===== config.mk =====
export PLATFORM = sky130hd
export DESIGN_NAME = weighted_route_score_selector
export DESIGN_NICKNAME = d
export VERILOG_FILES = /design/src/rtl/wrss_pkg.sv /design/src/rtl/weighted_route_score_selector.sv
export SDC_FILE = /design/constraint.sdc
export NUM_CORES = 2
export LEC_CHECK = 0
export BUFFER_PORTS_ARGS = -buffer_cell sky130_fd_sc_hd__buf_4
export CAP_MARGIN = 5
export CORE_MARGIN = 3
export CORE_UTILIZATION = 50
export DETAILED_ROUTE_END_ITERATION = 10
export MAX_ROUTING_LAYER = met4
export PLACE_DENSITY = 0.67
export SLEW_MARGIN = 20
export SYNTH_ARGS = -nofsm -noshare
export SYNTH_HDL_FRONTEND = slang
export SYNTH_SLANG_ARGS = --single-unit

===== constraint.sdc =====
create_clock -name clk_i -period 9.15 [get_ports clk_i]
set_clock_uncertainty 0.1 [all_clocks]
set_input_delay 0.4575 -clock clk_i [delete_from_list [all_inputs] [get_ports clk_i]]
set_output_delay 0.4575 -clock clk_i [all_outputs]
set_load 0.02 [all_outputs]

===== src/rtl/wrss_pkg.sv =====
`timescale 1ns / 1ps

package wrss_pkg;

  // Field and register widths.
  localparam int unsigned ID_W      = 8;
  localparam int unsigned LAT_W     = 10;
  localparam int unsigned LOSS_W    = 14;
  localparam int unsigned LOAD_W    = 7;
  localparam int unsigned TREND_W   = 16;
  localparam int unsigned WEIGHT_W  = 16;
  localparam int unsigned SCORE_W   = 18;
  localparam int unsigned CFG_IDX_W = 3;
  localparam int unsigned CFG_DAT_W = 18;

  // A term in Q0.16 runs from 0 to 1.0 inclusive, so it needs 17 bits.
  localparam int unsigned TERM_W    = 17;
  localparam int unsigned Q16_ONE   = 65536;

  // Sum of four weight * term products stays below 2^34.
  localparam int unsigned ACC_W     = 34;

  // Configuration register indexes.
  localparam logic [CFG_IDX_W-1:0] CFG_W_LATENCY   = 3'd0;
  localparam logic [CFG_IDX_W-1:0] CFG_W_LOSS      = 3'd1;
  localparam logic [CFG_IDX_W-1:0] CFG_W_STABILITY = 3'd2;
  localparam logic [CFG_IDX_W-1:0] CFG_W_TREND     = 3'd3;
  localparam logic [CFG_IDX_W-1:0] CFG_THRESHOLD   = 3'd4;

  // Register reset values.
  localparam logic [WEIGHT_W-1:0]  RST_W_LATENCY   = 16'd32768;
  localparam logic [WEIGHT_W-1:0]  RST_W_LOSS      = 16'd19661;
  localparam logic [WEIGHT_W-1:0]  RST_W_STABILITY = 16'd6554;
  localparam logic [WEIGHT_W-1:0]  RST_W_TREND     = 16'd6554;
  localparam logic [SCORE_W-1:0]   RST_THRESHOLD   = 18'd0;

  // Normalization points of the falling terms.
  localparam int unsigned WORST_LAT_MS = 250;
  localparam int unsigned WORST_LOSS   = 1500;
  localparam int unsigned LOAD_FULL    = 100;

  // Width of (worst - clamped value) for each falling term.
  localparam int unsigned LAT_DW  = $clog2(WORST_LAT_MS + 1);
  localparam int unsigned LOSS_DW = $clog2(WORST_LOSS + 1);
  localparam int unsigned LOAD_DW = $clog2(LOAD_FULL + 1);

  // floor(d * 2^16 / W) is computed as (d * ceil(2^(16+S) / W)) >> S.
  // With 2^S >= W*W and d <= W the rounding error never crosses an integer.
  localparam int unsigned LAT_SHIFT  = $clog2(WORST_LAT_MS * WORST_LAT_MS);
  localparam int unsigned LOSS_SHIFT = $clog2(WORST_LOSS * WORST_LOSS);
  localparam int unsigned LOAD_SHIFT = $clog2(LOAD_FULL * LOAD_FULL);

  localparam longint unsigned LAT_RECIP =
      ((64'd1 << (16 + LAT_SHIFT)) + WORST_LAT_MS - 1) / WORST_LAT_MS;
  localparam longint unsigned LOSS_RECIP =
      ((64'd1 << (16 + LOSS_SHIFT)) + WORST_LOSS - 1) / WORST_LOSS;
  localparam longint unsigned LOAD_RECIP =
      ((64'd1 << (16 + LOAD_SHIFT)) + LOAD_FULL - 1) / LOAD_FULL;

  localparam int unsigned LAT_RECIP_W  = $clog2(LAT_RECIP + 1);
  localparam int unsigned LOSS_RECIP_W = $clog2(LOSS_RECIP + 1);
  localparam int unsigned LOAD_RECIP_W = $clog2(LOAD_RECIP + 1);

  // Shared multiplier: the A side takes reciprocals or weights, the B side
  // takes differences or terms.
  localparam int unsigned RECIP_W0 =
      (LAT_RECIP_W > LOSS_RECIP_W) ? LAT_RECIP_W : LOSS_RECIP_W;
  localparam int unsigned RECIP_W1 =
      (RECIP_W0 > LOAD_RECIP_W) ? RECIP_W0 : LOAD_RECIP_W;
  localparam int unsigned MUL_A_W = (RECIP_W1 > WEIGHT_W) ? RECIP_W1 : WEIGHT_W;
  localparam int unsigned MUL_B_W = TERM_W;
  localparam int unsigned PROD_W  = MUL_A_W + MUL_B_W;

  // Stream payload widths, padded to whole bytes.
  localparam int unsigned IN_DATA_W  = 56;
  localparam int unsigned OUT_DATA_W = 32;

endpackage


===== src/rtl/weighted_route_score_selector.sv =====
// Route score selector. Candidates arrive as beats on the slave stream; each
// beat carries the route id, latency, loss, load and trend in tdata, the
// in-use mark in tuser and the end of the candidate set in tlast. Every
// candidate gets a weighted score in unsigned Q.16 from four Q0.16 terms,
// and the block keeps the best one, the first seen winning a tie. The beat
// that ends a set yields one result beat with the best route, its score, a
// switch flag (best above in-use score plus threshold, or no in-use route)
// and whether an in-use route was seen; other beats yield nothing. One
// multiplier serves all seven products of a candidate (three normalizing
// reciprocal products, then four weight products) in sequence; the input is
// ready again only when the sequencer is back in idle, so no new beat is
// taken before the last candidate is through. A set-ending beat waits in its
// last step while an earlier result beat still stalls on the output register.
// The user must write weights and threshold through the plain register port
// only while the block is idle; the block itself does not enforce this.
`timescale 1ns / 1ps

module weighted_route_score_selector (
  input  logic                            clk_i,
  input  logic                            rst_ni,
  // Configuration write port.
  input  logic                            cfg_we_i,
  input  logic [wrss_pkg::CFG_IDX_W-1:0]  cfg_idx_i,
  input  logic [wrss_pkg::CFG_DAT_W-1:0]  cfg_data_i,
  // Candidate stream.
  input  logic                            s_axis_tvalid,
  output logic                            s_axis_tready,
  // tdata: route_id[7:0], latency_ms[17:8], loss_rate[31:18],
  //        load_percent[38:32], trend[54:39], zero pad[55]
  input  logic [wrss_pkg::IN_DATA_W-1:0]  s_axis_tdata,
  // tuser: is_current[0]
  input  logic                            s_axis_tuser,
  input  logic                            s_axis_tlast,
  // Result stream.
  output logic                            m_axis_tvalid,
  input  logic                            m_axis_tready,
  // tdata: best_route[7:0], best_score[25:8], switch_route[26],
  //        current_found[27], zero pad[31:28]
  output logic [wrss_pkg::OUT_DATA_W-1:0] m_axis_tdata
);

  localparam int unsigned IdW     = wrss_pkg::ID_W;
  localparam int unsigned LatW    = wrss_pkg::LAT_W;
  localparam int unsigned LossW   = wrss_pkg::LOSS_W;
  localparam int unsigned LoadW   = wrss_pkg::LOAD_W;
  localparam int unsigned TrendW  = wrss_pkg::TREND_W;
  localparam int unsigned WeightW = wrss_pkg::WEIGHT_W;
  localparam int unsigned ScoreW  = wrss_pkg::SCORE_W;
  localparam int unsigned TermW   = wrss_pkg::TERM_W;
  localparam int unsigned AccW    = wrss_pkg::ACC_W;
  localparam int unsigned LatDW   = wrss_pkg::LAT_DW;
  localparam int unsigned LossDW  = wrss_pkg::LOSS_DW;
  localparam int unsigned LoadDW  = wrss_pkg::LOAD_DW;
  localparam int unsigned MulAW   = wrss_pkg::MUL_A_W;
  localparam int unsigned MulBW   = wrss_pkg::MUL_B_W;
  localparam int unsigned ProdW   = wrss_pkg::PROD_W;

  // Sequencer states.
  localparam logic [3:0] S_IDLE     = 4'd0;
  localparam logic [3:0] S_MUL_LAT  = 4'd1;
  localparam logic [3:0] S_MUL_LOSS = 4'd2;
  localparam logic [3:0] S_MUL_LOAD = 4'd3;
  localparam logic [3:0] S_W_LAT    = 4'd4;
  localparam logic [3:0] S_W_LOSS   = 4'd5;
  localparam logic [3:0] S_W_LOAD   = 4'd6;
  localparam logic [3:0] S_W_TREND  = 4'd7;
  localparam logic [3:0] S_ACC      = 4'd8;
  localparam logic [3:0] S_DONE     = 4'd9;

  // Configuration registers.
  logic [WeightW-1:0] w_lat_q, w_loss_q, w_stab_q, w_trend_q;
  logic [ScoreW-1:0]  thr_q;

  // Sequencer and captured candidate.
  logic [3:0]         state_q, state_d;
  logic [IdW-1:0]     id_q;
  logic [LatDW-1:0]   d_lat_q;
  logic [LossDW-1:0]  d_loss_q;
  logic [LoadDW-1:0]  d_load_q;
  logic [TermW-1:0]   trend_term_q;
  logic               cur_q, last_q;

  // Terms, product and accumulator.
  logic [TermW-1:0]   lat_term_q, loss_term_q, load_term_q;
  logic [MulAW-1:0]   mul_a;
  logic [MulBW-1:0]   mul_b;
  logic [ProdW-1:0]   prod_d, prod_q;
  logic [AccW-1:0]    acc_q;

  // Running set state.
  logic [ScoreW-1:0]  best_score_q, in_use_score_q;
  logic [IdW-1:0]     best_id_q;
  logic               have_best_q, in_use_seen_q;

  // Output register.
  logic               out_valid_q;
  logic [IdW-1:0]     out_route_q;
  logic [ScoreW-1:0]  out_score_q;
  logic               out_switch_q, out_found_q;

  // Input field unpacking.
  logic [IdW-1:0]           in_id;
  logic [LatW-1:0]          in_lat;
  logic [LossW-1:0]         in_loss;
  logic [LoadW-1:0]         in_load;
  logic signed [TrendW-1:0] in_trend;
  logic                     in_accept;

  assign in_id     = s_axis_tdata[7:0];
  assign in_lat    = s_axis_tdata[17:8];
  assign in_loss   = s_axis_tdata[31:18];
  assign in_load   = s_axis_tdata[38:32];
  assign in_trend  = s_axis_tdata[54:39];
  assign s_axis_tready = (state_q == S_IDLE);
  assign in_accept = s_axis_tvalid && s_axis_tready;

  // Distances below the worst values; past the worst the distance is zero.
  logic [LatDW-1:0]  d_lat_in;
  logic [LossDW-1:0] d_loss_in;
  logic [LoadDW-1:0] d_load_in;

  assign d_lat_in  = (in_lat >= LatW'(wrss_pkg::WORST_LAT_MS)) ? '0 :
                     LatDW'(LatW'(wrss_pkg::WORST_LAT_MS) - in_lat);
  assign d_loss_in = (in_loss >= LossW'(wrss_pkg::WORST_LOSS)) ? '0 :
                     LossDW'(LossW'(wrss_pkg::WORST_LOSS) - in_loss);
  assign d_load_in = (in_load >= LoadW'(wrss_pkg::LOAD_FULL)) ? '0 :
                     LoadDW'(LoadW'(wrss_pkg::LOAD_FULL) - in_load);

  // Trend term: one half plus twice the trend in Q0.16, clamped to zero and one.
  logic signed [18:0] trend_raw;
  logic [TermW-1:0]   trend_term_in;

  assign trend_raw = 19'sd32768 + {{2{in_trend[TrendW-1]}}, in_trend, 1'b0};

  always_comb begin
    if (trend_raw[18]) begin
      trend_term_in = '0;
    end else if (trend_raw > 19'sd65536) begin
      trend_term_in = TermW'(wrss_pkg::Q16_ONE);
    end else begin
      trend_term_in = trend_raw[TermW-1:0];
    end
  end

  // Configuration writes.
  always_ff @(posedge clk_i or negedge rst_ni) begin
    if (!rst_ni) begin
      w_lat_q   <= wrss_pkg::RST_W_LATENCY;
      w_loss_q  <= wrss_pkg::RST_W_LOSS;
      w_stab_q  <= wrss_pkg::RST_W_STABILITY;
      w_trend_q <= wrss_pkg::RST_W_TREND;
      thr_q     <= wrss_pkg::RST_THRESHOLD;
    end else if (cfg_we_i) begin
      unique case (cfg_idx_i)
        wrss_pkg::CFG_W_LATENCY:   w_lat_q   <= cfg_data_i[WeightW-1:0];
        wrss_pkg::CFG_W_LOSS:      w_loss_q  <= cfg_data_i[WeightW-1:0];
        wrss_pkg::CFG_W_STABILITY: w_stab_q  <= cfg_data_i[WeightW-1:0];
        wrss_pkg::CFG_W_TREND:     w_trend_q <= cfg_data_i[WeightW-1:0];
        wrss_pkg::CFG_THRESHOLD:   thr_q     <= cfg_data_i[ScoreW-1:0];
        default: ;
      endcase
    end
  end

  // Final step: score compare and switch decision, held until the output
  // register is free when the beat ends a set.
  logic              fin_go;
  logic [ScoreW-1:0] score;
  logic              take_best;
  logic [ScoreW-1:0] best_score_n, in_use_score_n;
  logic [IdW-1:0]    best_id_n;
  logic              seen_n, switch_n;

  assign fin_go = (state_q == S_DONE) && (!last_q || !out_valid_q || m_axis_tready);
  assign score  = acc_q[AccW-1:16];
  assign take_best      = !have_best_q || (score > best_score_q);
  assign best_score_n   = take_best ? score : best_score_q;
  assign best_id_n      = take_best ? id_q : best_id_q;
  assign in_use_score_n = cur_q ? score : in_use_score_q;
  assign seen_n         = cur_q || in_use_seen_q;
  assign switch_n       = !seen_n ||
      ({1'b0, best_score_n} > ({1'b0, in_use_score_n} + {1'b0, thr_q}));

  // Sequencer.
  always_comb begin
    state_d = state_q;
    unique case (state_q)
      S_IDLE:     if (in_accept) state_d = S_MUL_LAT;
      S_MUL_LAT:  state_d = S_MUL_LOSS;
      S_MUL_LOSS: state_d = S_MUL_LOAD;
      S_MUL_LOAD: state_d = S_W_LAT;
      S_W_LAT:    state_d = S_W_LOSS;
      S_W_LOSS:   state_d = S_W_LOAD;
      S_W_LOAD:   state_d = S_W_TREND;
      S_W_TREND:  state_d = S_ACC;
      S_ACC:      state_d = S_DONE;
      S_DONE:     if (fin_go) state_d = S_IDLE;
      default:    state_d = S_IDLE;
    endcase
  end

  always_ff @(posedge clk_i or negedge rst_ni) begin
    if (!rst_ni) begin
      state_q <= S_IDLE;
    end else begin
      state_q <= state_d;
    end
  end

  // Shared multiplier operand selection.
  always_comb begin
    mul_a = '0;
    mul_b = '0;
    case (state_q)
      S_MUL_LAT: begin
        mul_a = MulAW'(wrss_pkg::LAT_RECIP);
        mul_b = MulBW'(d_lat_q);
      end
      S_MUL_LOSS: begin
        mul_a = MulAW'(wrss_pkg::LOSS_RECIP);
        mul_b = MulBW'(d_loss_q);
      end
      S_MUL_LOAD: begin
        mul_a = MulAW'(wrss_pkg::LOAD_RECIP);
        mul_b = MulBW'(d_load_q);
      end
      S_W_LAT: begin
        mul_a = MulAW'(w_lat_q);
        mul_b = lat_term_q;
      end
      S_W_LOSS: begin
        mul_a = MulAW'(w_loss_q);
        mul_b = loss_term_q;
      end
      S_W_LOAD: begin
        mul_a = MulAW'(w_stab_q);
        mul_b = load_term_q;
      end
      S_W_TREND: begin
        mul_a = MulAW'(w_trend_q);
        mul_b = trend_term_q;
      end
      default: ;
    endcase
  end

  assign prod_d = ProdW'(mul_a) * ProdW'(mul_b);

  // Candidate capture, term write-back and accumulation.
  always_ff @(posedge clk_i) begin
    prod_q <= prod_d;
    if (in_accept) begin
      id_q         <= in_id;
      d_lat_q      <= d_lat_in;
      d_loss_q     <= d_loss_in;
      d_load_q     <= d_load_in;
      trend_term_q <= trend_term_in;
      cur_q        <= s_axis_tuser;
      last_q       <= s_axis_tlast;
    end
    case (state_q)
      S_MUL_LOSS: lat_term_q  <= prod_q[wrss_pkg::LAT_SHIFT +: TermW];
      S_MUL_LOAD: loss_term_q <= prod_q[wrss_pkg::LOSS_SHIFT +: TermW];
      S_W_LAT:    load_term_q <= prod_q[wrss_pkg::LOAD_SHIFT +: TermW];
      S_W_LOSS:   acc_q       <= prod_q[AccW-1:0];
      S_W_LOAD, S_W_TREND, S_ACC: acc_q <= acc_q + prod_q[AccW-1:0];
      default: ;
    endcase
  end

  // Running best and in-use score of the current set.
  always_ff @(posedge clk_i or negedge rst_ni) begin
    if (!rst_ni) begin
      best_score_q   <= '0;
      best_id_q      <= '0;
      have_best_q    <= 1'b0;
      in_use_score_q <= '0;
      in_use_seen_q  <= 1'b0;
    end else if (fin_go) begin
      if (last_q) begin
        best_score_q   <= '0;
        best_id_q      <= '0;
        have_best_q    <= 1'b0;
        in_use_score_q <= '0;
        in_use_seen_q  <= 1'b0;
      end else begin
        best_score_q   <= best_score_n;
        best_id_q      <= best_id_n;
        have_best_q    <= 1'b1;
        in_use_score_q <= in_use_score_n;
        in_use_seen_q  <= seen_n;
      end
    end
  end

  // Output register: loaded when a set ends, freed when the beat is taken.
  always_ff @(posedge clk_i or negedge rst_ni) begin
    if (!rst_ni) begin
      out_valid_q <= 1'b0;
    end else if (fin_go && last_q) begin
      out_valid_q <= 1'b1;
    end else if (m_axis_tready) begin
      out_valid_q <= 1'b0;
    end
  end

  always_ff @(posedge clk_i) begin
    if (fin_go && last_q) begin
      out_route_q  <= best_id_n;
      out_score_q  <= best_score_n;
      out_switch_q <= switch_n;
      out_found_q  <= seen_n;
    end
  end

  assign m_axis_tvalid = out_valid_q;
  assign m_axis_tdata  = {4'b0000, out_found_q, out_switch_q, out_score_q, out_route_q};

  // A result beat appears only right after a set-ending candidate finishes.
  a_out_from_last: assert property (@(posedge clk_i) disable iff (!rst_ni)
    $rose(out_valid_q) |-> $past(state_q == S_DONE && last_q))
    else $error("result beat raised without a finished set-ending candidate");

  // An accepted candidate always starts the sequence at the first product.
  a_accept_starts: assert property (@(posedge clk_i) disable iff (!rst_ni)
    in_accept |=> (state_q == S_MUL_LAT))
    else $error("accepted candidate did not start the sequence");

  // Finishing a set clears the running state for the next set.
  a_set_cleared: assert property (@(posedge clk_i) disable iff (!rst_ni)
    (fin_go && last_q) |=> (!have_best_q && !in_use_seen_q))
    else $error("set state not cleared after the set ended");

  // The in-use score is one of the set's scores, so it never beats the best.
  a_best_bounds: assert property (@(posedge clk_i) disable iff (!rst_ni)
    (have_best_q && in_use_seen_q) |-> (best_score_q >= in_use_score_q))
    else $error("in-use score exceeds running best score");

  // Without an in-use route the switch flag must be set.
  a_switch_found: assert property (@(posedge clk_i) disable iff (!rst_ni)
    (out_valid_q && !out_switch_q) |-> out_found_q)
    else $error("switch flag low while no in-use route was seen");

endmodule

Word-level counts from Yosys, hierarchy flattened

Cells that the tools add are included.

$mul: 1
$add $sub $neg: 6
Equal/unequal tests: 15
Magnitude comparators: 6
Muxes and demuxes: 17
Reductions and logical operators: 24

Operator list:

| cell                                                                 | number |
|---|---|
| case mux 28 bit (7 select lines)                                     | 1 |
| case mux 17 bit (7 select lines)                                     | 1 |
| 2-to-1 mux 18 bit                                                    | 4 |
| case mux 34 bit (2 select lines)                                     | 1 |
| case mux 4 bit (10 select lines)                                     | 1 |
| multiplier 28 x 17 -> 39 bit                                         | 1 |
| adder 34 bit                                                         | 1 |
| adder 18 x 18 -> 19 bit                                              | 1 |
| > comparator 18 x 19 -> 1 bit                                        | 1 |
| adder 17 x 17 -> 18 bit (first input constant)                       | 1 |
| > comparator 18 bit                                                  | 1 |
| > comparator 18 bit (second input constant)                          | 1 |
| 2-to-1 mux 17 bit                                                    | 1 |
| equality test 4 x 3 -> 1 bit (second input constant)                 | 4 |
| 2-to-1 mux 8 bit                                                     | 2 |
| greater-or-equal comparator 14 x 11 -> 1 bit (second input constant) | 1 |
| AND reduction 2 bit                                                  | 6 |
| subtractor 11 bit (first input constant)                             | 1 |
| greater-or-equal comparator 10 x 8 -> 1 bit (second input constant)  | 1 |
| equality test 4 x 2 -> 1 bit (second input constant)                 | 2 |
| equality test 4 bit (second input constant)                          | 2 |
| 2-to-1 mux 4 bit                                                     | 2 |
| subtractor 8 bit (first input constant)                              | 1 |
| greater-or-equal comparator 7 bit (second input constant)            | 1 |
| other kinds (16)                                                     | 30 |

Bits in registers: 338
Word-level logic and storage cells: 98

Longest topological paths before layout

Depth after elaboration: 6
Depth in mapped cells: 30
Gate-level depth less buffers: 27

Least setup slack after synthesis

OpenSTA, ideal clock, no wires.

Path kind: reg-to-reg
Start point: register state_q[1]
End point: register prod_q[36]
Clock period less this slack: 7933 ps
Stages on the path, launching flop included: 29
Buffers on the path: 3
Arrival: 7704 ps
Data required time: 8922 ps
Setup time: 128 ps
Setup slack: 1217 ps
Cell sequence: dfrtp_1 -> buf_2 -> nand2_1 -> nor3_1 -> clkbuf_1 -> a21oi_1 -> nand4_1 -> buf_2 -> nand2_1 -> fa_1 -> inv_1 -> fa_1 -> inv_1 -> fa_1 -> inv_1 -> fa_1 -> inv_1 -> fa_1 -> fa_1 -> inv_1 -> ha_1 -> a21oi_1 -> o21ai_0 -> a2111oi_1 -> a22oi_2 -> a2111o_1 -> a41oi_2 -> o21ai_1 -> xor2_1

Word-level cells in the longest chain between the ends: 3
Elaborated cells on any way between the ends: 10

Ends and longest elaborated chain:

| item                                                                                        | line                                 | source |
|---|---|---|
| start: declaration                                                                          | weighted_route_score_selector.sv:75  | `logic [3:0] state_q, state_d;` |
| start signal: assignment                                                                    | weighted_route_score_selector.sv:206 | `state_q <= state_d;` |
| equality test 4 x 3 -> 1 bit, or another cell as far along                                  | weighted_route_score_selector.sv:214 | `case (state_q)` |
| case mux 28 bit (7 select lines) / case mux 17 bit (7 select lines) (equally long branches) | weighted_route_score_selector.sv:214 |  |
| multiplier 28 x 17 -> 39 bit *                                                              | weighted_route_score_selector.sv:247 | `assign prod_d = ProdW'(mul_a) * ProdW'(mul_b);` |
| via prod_d[36]                                                                              | weighted_route_score_selector.sv:87  | `logic [ProdW-1:0] prod_d, prod_q;` |
| end signal: assignment                                                                      | weighted_route_score_selector.sv:251 | `prod_q <= prod_d;` |
| end: declaration                                                                            | weighted_route_score_selector.sv:87  |  |

Mark *: on every way through the listed nets, which the timed path passes. The rest lies on a longest branch.
A chain may end at the register's enable or synchronous reset.

Final worst setup path

Start point: register state_q[3]
End point: register prod_q[38]

Same word-level chain as after synthesis.

==> out/summary.txt <==
Status -> finished, final reports clean
Syn Inst Count -> 2,916
CTS buffer count -> 38
Post-synth EDFFs -> 165
Vias/cell -> 5.563
Insertion delay to the later sink of the worst-skew pair -> 0.57 ns
Mapped Area -> 29,930 µm²
Gr ovfl total -> 0
Share of the synthesized area in the top cell type -> 0.2335
Filler cell count -> 4,994
Design area -> 33,670 µm²
Period utilisation layout -> 0.9404
Largest net degree at the start of global routing -> 56
CTS clk-pin slew, worst paths -> 0.06 ns
Setup bufs post-CTS -> 0
Met1 usage -> 0.3275
IO Port Bufs -> 112
Post-DP HPWL -> 64,360 µm
Slew Viols, Final -> 0
Routed WL per cell -> 20.32 µm
Placed cell area -> 32,230 µm²
Setup violators final -> 0
Register area -> 9092 µm²
Setup TNS Final -> 0 ns
Number of max-cap violations -> 0
Actual slew at the worst max-slew pin -> 1.124 ns
First drt pass iteration count -> 7
Ys async rst share -> 0.3947
H-tree depth -> 2
Fmax -> 0.1162 GHz
Core footprint -> 59,130 µm²
CTS tree -> done
Area Overhead vs Synth -> 12.53%
Clk buf depth -> 3
Final hold vios -> 0
DR vias -> 21,830
Worst setup SP type -> register
Die area -> 62,820 µm²
Die width -> 250.6 µm
Synth area leaders -> fa_1 (23%), edfxtp_1 (17%), dfrtp_1 (9.2%)
Row cnt -> 89
Slew HR -> 0.2464
Dpl ws -> 0.6163 ns
Unrepaired setup endpoints after global routing -> no
Share of layout cells above drive strength 1 -> 0.1367
IO Pins -> 118
GRT Overall Usage -> 0.2656
Final min period -> 8.605 ns
Mean Syn Cell Area -> 10.26 µm²
Max FO, Critical Path -> 21
GPL Wtd Cong -> 1.002
Area taken by multi-input logic gates -> 18,760 µm²
Clk sinks -> 337
Crit path required time -> 9.52 ns
Post-synth cell types -> 91
Final std cells w/o fill -> 3,925
Top cell type by total area after synthesis -> fa_1
Initial antenna violation count -> 0
Final WS setup -> 0.5453 ns
Residual DRC -> 0
ANT cells -> 0
Antenna Nets Post-Route -> 0
Cells after DPL -> 3,840
Starting density of the core -> 0.5061
WL final -> 79,760 µm
# nets final -> 3,762
Clk root buf -> clkbuf_16
First-pass GRT wire length -> 126,100 µm
Tightest Hold Check Type -> primary input to register
Die H -> 250.6 µm
Dominant synthesized flop cell -> edfxtp_1
Initial DRC Count -> 1,582
GR Layer Usage met2 -> 0.4432
Met3 usage in global routing -> 0.04070
Crit Path Category -> register to register
Vias in the first global route -> 22,900
Global route hottest layer -> met2
CP endpoint kind -> register
Worst Path Arrival -> 8.97 ns
Warnings from Yosys -> 0
Sequential share of the synthesized area -> 0.3038
Synth Register Bits -> 337
[worst paths after layout]
kind                                from                 end  slack, ns  depth (start not counted)
hold reg to reg               prod_q[36]     loss_term_q[14]       0.30                          0
hold / removal             cfg_data_i[2]            thr_q[2]       0.07                          2
min in group asynchronous         rst_ni  in_use_score_q[13]       0.36                          2
setup / recovery              state_q[3]          prod_q[38]       0.55                         24
max in group asynchronous         rst_ni        w_trend_q[0]       7.45                          3
setup reg to reg              state_q[3]          prod_q[38]       0.55                         24
[cell usage in the layout (no fill, tap or decap), types with 35 or more instances in the layout]
cell	Yosys	layout
and2_1	56	55
a22oi_1	35	35
inv_1	520	520
ha_1	207	207
a21oi_1	118	117
fa_1	349	349
edfxtp_1	165	165
xnor2_1	53	53
a21o_1	41	41
dfrtp_1	110	110
mux2_2	98	98
conb_1	2	58
buf_4	10	189
nand2_1	351	351
nor2_1	145	141
dfxtp_1	39	39
o21ai_0	65	65
clkbuf_16	0	40
[registers in the layout, indices dropped and copies added, names as in the netlist, 4 cells and up]
| signal | cells |
|---|---|
| prod_q | 39 |
| acc_q | 34 |
| best_score_q | 18 |
| in_use_score_q | 18 |
| out_score_q | 18 |
| thr_q | 18 |
| lat_term_q | 17 |
| load_term_q | 17 |
| loss_term_q | 17 |
| trend_term_q | 16 |
| w_lat_q | 16 |
| w_loss_q | 16 |
| w_stab_q | 16 |
| w_trend_q | 16 |
| d_loss_q | 11 |
| best_id_q | 8 |
| d_lat_q | 8 |
| id_q | 8 |
| out_route_q | 8 |
| d_load_q | 7 |
| state_q | 4 |
[through the flow]
stage                 util  hold WS, ns
detailed placement  0.5450       0.2896
finish              0.5695      0.06738
CTS                 0.5690      0.02896
floorplan                -      0.06191
global route        0.5695      0.06032
global placement    0.5450       0.2892
[area by class of cell]
cell class / count / area share
multi-input combinational: 2019 / 0.5570
sequential: 337 / 0.2700
inverter: 520 / 0.05796
timing repair buffer: 206 / 0.04830
clock buffer: 52 / 0.03166
tap: 773 / 0.02872
clock inverter: 18 / 0.006391
[layer usage]
metal / share of wire / vias up
met2: 0.49 / 727
met5: 0 / -
met1: 0.41 / 10900
met4: 0.042 / 0
met3: 0.063 / 183
li1: - / 10030
[synthesized netlist by cell type, types with 19 or more instances]
cell type,n
edfxtp_1,165
o21ai_0,65
nor2_1,145
nand4_1,24
a21o_1,41
xnor2_1,53
fa_1,349
a22oi_1,35
mux2_2,98
nand2b_1,21
a21oi_1,118
dfrtp_1,110
nand2_1,351
o32ai_2,20
dfstp_2,23
clkbuf_1,70
and3_1,19
nand3_1,27
dfxtp_1,39
and2_1,56
nor3_1,21
xor2_1,27
mux2i_1,27
ha_1,207
inv_1,520
[critical path: stages (launching register included)]
cell and delay, ns:
dfrtp_1 0.37, nand2b_1 0.33, nor3b_4 0.56, buf_4 0.42, a22oi_1 0.31, nand2_1 0.37
nand2_1 0.13, fa_1 0.55, inv_1 0.06, fa_1 0.57, fa_1 0.45, fa_1 0.50
fa_1 0.55, inv_1 0.05, fa_1 0.53, inv_1 0.04, ha_1 0.36, a21oi_1 0.16
o21ai_0 0.16, a2111oi_1 0.43, a22oi_2 0.22, a2111o_1 0.58, a41oi_2 0.33, o21ai_1 0.16
a211oi_2 0.20
[cell families (layout without fill, tap and decap cells)]
logic type | Yosys count | count (layout) | share of synthesized area
adders and majority gates | 556 | 556 | 0.3200
muxes | 125 | 125 | 0.04591
xor gates and xnor gates | 80 | 80 | 0.02341
other | 2 | 58 | 0.0002510
buffers and inverters | 616 | 796 | 0.07969
and+or+nand+nor | 739 | 739 | 0.1138
DFF | 337 | 337 | 0.3038
AOI/OAI and AO/OA | 461 | 461 | 0.1131
[repair_timing]
action,4_1_cts,5_1_grt
hold endpoints to repair,46,0
hold buffers,14,0
resized for setup,0,0
Power is left out: the tool's default activity adds up to more than one toggle a clock period on the data nets, which glitch-free logic cannot reach.
